<file path="src/sv/skpq_pkg.sv">
// Package for the sorted-key priority queue: operation and status codes,
// and the control struct that the top level broadcasts to every cell.
// No dependencies.
package skpq_pkg;

   localparam int KEY_W    = 64;
   localparam int KIND_W   = 2;
   localparam int STATUS_W = 3;

   localparam logic [KIND_W-1:0] KIND_INSERT = 2'd0;
   localparam logic [KIND_W-1:0] KIND_REMOVE = 2'd1;
   localparam logic [KIND_W-1:0] KIND_POP    = 2'd2;

   localparam logic [STATUS_W-1:0] ST_DONE   = 3'd0;
   localparam logic [STATUS_W-1:0] ST_DUP    = 3'd1;
   localparam logic [STATUS_W-1:0] ST_ABSENT = 3'd2;
   localparam logic [STATUS_W-1:0] ST_EMPTY  = 3'd3;
   localparam logic [STATUS_W-1:0] ST_FULL   = 3'd4;

   typedef logic signed [KEY_W-1:0] key_type;

   typedef enum logic {
      S_IDLE,
      S_APPLY
   } state_type;

   typedef struct packed {
      logic              apply;
      logic [KIND_W-1:0] kind;
      logic              hit;
      logic              full;
      key_type           key;
   } bcast_type;

endpackage

</file>
<file path="src/sv/skpq_cell.sv">
// One storage cell of the sorted chain: key, occupancy, compare flags.
// Shifts with its neighbors on insert, remove and pop. Depends on skpq_pkg.
module skpq_cell
   import skpq_pkg::*;
(
   input  logic      clock,
   input  logic      reset,
   input  logic      cmp_en,
   input  key_type   cmp_key,
   input  bcast_type bcast,
   input  key_type   left_key,
   input  logic      left_occ,
   input  logic      left_lt,
   input  key_type   right_key,
   input  logic      right_occ,
   output key_type   key,
   output logic      occ,
   output logic      lt,
   output logic      eq
);

   key_type key_ff, key_in;
   logic    occ_ff, occ_in;
   logic    lt_ff, lt_in;
   logic    eq_ff, eq_in;

   always_comb begin
      key_in = key_ff;
      occ_in = occ_ff;
      lt_in  = lt_ff;
      eq_in  = eq_ff;
      if (cmp_en) begin
         lt_in = occ_ff && (key_ff < cmp_key);
         eq_in = occ_ff && (key_ff == cmp_key);
      end
      if (bcast.apply) begin
         case (bcast.kind)
            KIND_INSERT: begin
               if (!bcast.hit && !bcast.full && !lt_ff) begin
                  if (left_lt) begin
                     key_in = bcast.key;
                     occ_in = 1'b1;
                  end else begin
                     key_in = left_key;
                     occ_in = left_occ;
                  end
               end
            end
            KIND_REMOVE: begin
               if (bcast.hit && !lt_ff) begin
                  key_in = right_key;
                  occ_in = right_occ;
               end
            end
            KIND_POP: begin
               key_in = right_key;
               occ_in = right_occ;
            end
            default: ;
         endcase
      end
   end

   always_ff @(posedge clock) begin
      key_ff <= key_in;
      lt_ff  <= lt_in;
      eq_ff  <= eq_in;
      if (reset) begin
         occ_ff <= 1'b0;
      end else begin
         occ_ff <= occ_in;
      end
   end

   assign key = key_ff;
   assign occ = occ_ff;
   assign lt  = lt_ff;
   assign eq  = eq_ff;

endmodule

</file>
<file path="config.mk">
export PLATFORM = sky130hd
export DESIGN_NAME = skpq_cell
export DESIGN_NICKNAME = d
export VERILOG_FILES = /design/src/sv/skpq_pkg.sv /design/src/sv/skpq_cell.sv
export SDC_FILE = /design/constraint.sdc
export NUM_CORES = 1
export LEC_CHECK = 0
export BUFFER_PORTS_ARGS = -buffer_cell sky130_fd_sc_hd__buf_2
export CAP_MARGIN = 25
export CORE_AREA = 2 2 128 130
export CTS_CLUSTER_DIAMETER = 40
export DETAILED_ROUTE_END_ITERATION = 8
export DIE_AREA = 0 0 130 132
export HOLD_SLACK_MARGIN = 0.15
export PLACE_DENSITY = 0.65
export SETUP_SLACK_MARGIN = 0.4
export SYNTH_ARGS = -nofsm -noshare
export SYNTH_HDL_FRONTEND = slang
export SYNTH_SLANG_ARGS = --single-unit
</file>
<file path="constraint.sdc">
create_clock -name clock -period 17.7 [get_ports clock]
set_input_delay 3.54 -clock clock [delete_from_list [all_inputs] [get_ports clock]]
set_output_delay 3.54 -clock clock [all_outputs]
set_load 0.01 [all_outputs]
</file>
==> flow_metrics.py <==
metrics = {
    "clocking": {
        "root_buffer": "clkbuf_16",
        "htree_levels": 3,
        "ctsHoldBuffers": 0,
        "clk_pin_slew_ps": 50,
        "cts_sinks": 67,
        "clock_path_buffers": 2,
        "ctsResizeCount": 0,
        "clk_latency_ps": 340,
        "cts_tree": "done",
        "cts_made_buffers": 9,
        "postCtsSetupRepairBufs": 0,
    },
    "route": {
        "wirelength_um": 15000,
        "vias_per_cell": 4.52,
        "firstDrtPassIters": 4,
        "ant_nets": 0,
        "wl_per_cell_um": 13.9,
        "drtIter0Drc": 148,
        "vias": 4870,
        "drc_errors": 0,
    },
    "critical_path": {
        "crit_start": "cmp_key[63]",
        "path_class": "primary input to register",
        "critical-path-top-delay-family": "simple AND/OR/NAND/NOR gates",
        "crit_path_cell_trace": "buf_2 > inv_1 > ha_1 > nand4_1 > nor4_2 > nand2_1 > nor3_1 > or3_1 > a211oi_2 > mux2i_1",
        "cp_slowest_cell": "nor4_2",
        "crit_cells": 10,
        "r2r-start": "key[63]",
        "worstPathArrival_ps": 5510,
        "start_kind": "primary input",
        "worst-path-buf-inv": 2,
        "crit_fanout": 4,
        "worst_path_largest_cell_delay_ps": 560,
        "required_ps": 17780,
        "cp-end-kind": "register",
        "rr_worst_depth": 8,
    },
    "grt": {
        "antenna_found_initial": 1,
        "grt_first_pass_wirelength_um": 23600,
        "grt_pass1_vias": 4890,
        "grt_util_all_layers": 0.177,
        "grt_overflow_total": 0,
        "grt_max_degree": 131,
    },
    "status": {
        "status": "finished, final reports clean",
    },
    "sta": {
        "fmax_mhz": 184,
        "finalSetupViolCount": 0,
        "clock_skew_ps": 5.17,
        "slew_headroom": 0.439,
        "tns_ps": 0,
        "layout_min_cycle_time_ps": 5430,
        "finalCritPeriodShare": 0.307,
        "rsz0062_at_grt": "false",
        "fin_hold_ws_ps": 593,
        "slew_violations": 0,
        "worst-slew-pin-transition_ps": 841,
        "finalHoldViolations": 0,
    },
    "layout": {
        "final_util": 0.460,
        "fin_area_mm2": 0.00723,
        "layout_commonest_cell": "buf_2",
        "area.growth.synth_to_final_pct": 43.7,
        "fin_nets": 1189,
        "drive_above_1_share": 0.415,
        "final_cell_mix": "buf_2, nand2_1, o21ai_0",
    },
    "logic_synthesis": {
        "yosysWarnings": 0,
        "synth_seq_cells": 67,
        "synth_cell_type_count": 31,
        "syn_nets": 863,
        "avgSynthCellArea_um2": 9.51,
        "ys_seq_area_frac": 0.398,
        "synth_flop_cell": "edfxtp_1",
        "syn_inst": 529,
        "async_reset_ff_frac": 0,
        "synth_edf_count": 66,
        "syn-cell-area_mm2": 0.00503,
    },
    "power": {
        "max-vdd-ir-drop_uv": 37.9,
        "p_per_area_mw_per_mm2": 69.1,
        "leakage_nw": 3.81,
    },
    "worst_hold_path": {
        "min_path_cells": 2,
        "hold_path.class": "register to register",
        "hp-start": "occ",
    },
    "place": {
        "place_congestion": 0.858,
        "io_buffers": 333,
        "place_area_mm2": 0.00692,
        "dp_hpwl_um": 12600,
    },
    "floorplan": {
        "rows": 46,
        "fp.coreArea_mm2": 0.0157,
        "die-width_um": 130,
        "die_height_um": 132,
        "ios": 334,
        "initial_core_util": 0.320,
        "die_area_mm2": 0.0172,
    },
    "run": {
        "maxCapViolations": 0,
    },
}
==> synth_stat cells, types with 2 or more instances <==
cell type / instances / area [µm²]
edfxtp_1: 66 / 1980
nor2_1: 5 / 18.8
a221oi_1: 3 / 26.3
mux2i_1: 66 / 661
nor3_1: 4 / 20.0
a21o_1: 5 / 37.5
a21oi_1: 27 / 135
nor4_1: 4 / 25.0
o21ai_0: 70 / 350
ha_1: 67 / 838
clkbuf_1: 16 / 60.1
o21ai_1: 3 / 15.0
nand2_1: 81 / 304
nand3_1: 8 / 40.0
nand2b_1: 2 / 12.5
inv_1: 69 / 259
buf_2: 5 / 25.0
a21oi_2: 2 / 17.5
nand4_1: 14 / 87.6
==> final timing paths <==
check,to,slack [ps]
min reg2reg,occ,590
max reg2reg,lt,15180
max,lt,12270
min,occ,590
==> where the power goes <==
| part | internal, W | switching [W] |
|---|---|---|
| clock network | 0.000108 | 0.0000655 |
| logic | 0.0000602 | 0.0000668 |
| registers | 0.000192 | 0.00000671 |
| total | 0.000360 | 0.000139 |
==> metal layers <==
layer	up-vias	wire length (µm)	share of wire	track usage
li1	2549	-	-	-
met5	-	0	0	0
met1	2092	6340	0.42	0.213
met2	199	7310	0.49	0.303
met4	0	441	0.029	0.0818
met3	30	911	0.061	0.0329
==> cell families after synthesis <==
group	Yosys count	synth area share
AOI/OAI and AO/OA	115	0.126
and+or+nand+nor	124	0.110
adders and majority gates	67	0.167
buffers and inverters	90	0.0684
DFF	67	0.398
muxes	66	0.131
==> state kept, by name (all words and copies together) (netlist names) <==
signal  flops
key        64
eq          1
lt          1
occ         1
==> worst min-delay path, delay by kind of cell, from the launching register on <==
kind | cells | cell delay (ps)
multiplexers | 1 | 140
flip-flops | 1 | 360
AND/OR/NAND/NOR | 1 | 50
==> layout make-up <==
class                   count  area (µm²)
repair buffers            336        1700
diodes                      2        5.00
clock buffers              10         229
multi-input cells         372        2700
flip-flops and latches     67        2000
fillers                  1556        8480
clock inverters             6        56.3
inverters                  69         259
well taps                 216         270
==> stage by stage <==
step / power, W / worst slack, ps / std cells
finish: 0.000499 / 12270 / 1078
detailed placement: 0.000330 / 11740 / 1059
global route: 0.000531 / 11960 / 1077
floorplan: 0.000271 / 8310 / 529
global placement: 0.000328 / 11750 / 1059
CTS: 0.000507 / 12100 / 1075
Note: power is estimated with default switching activity, not from simulation.
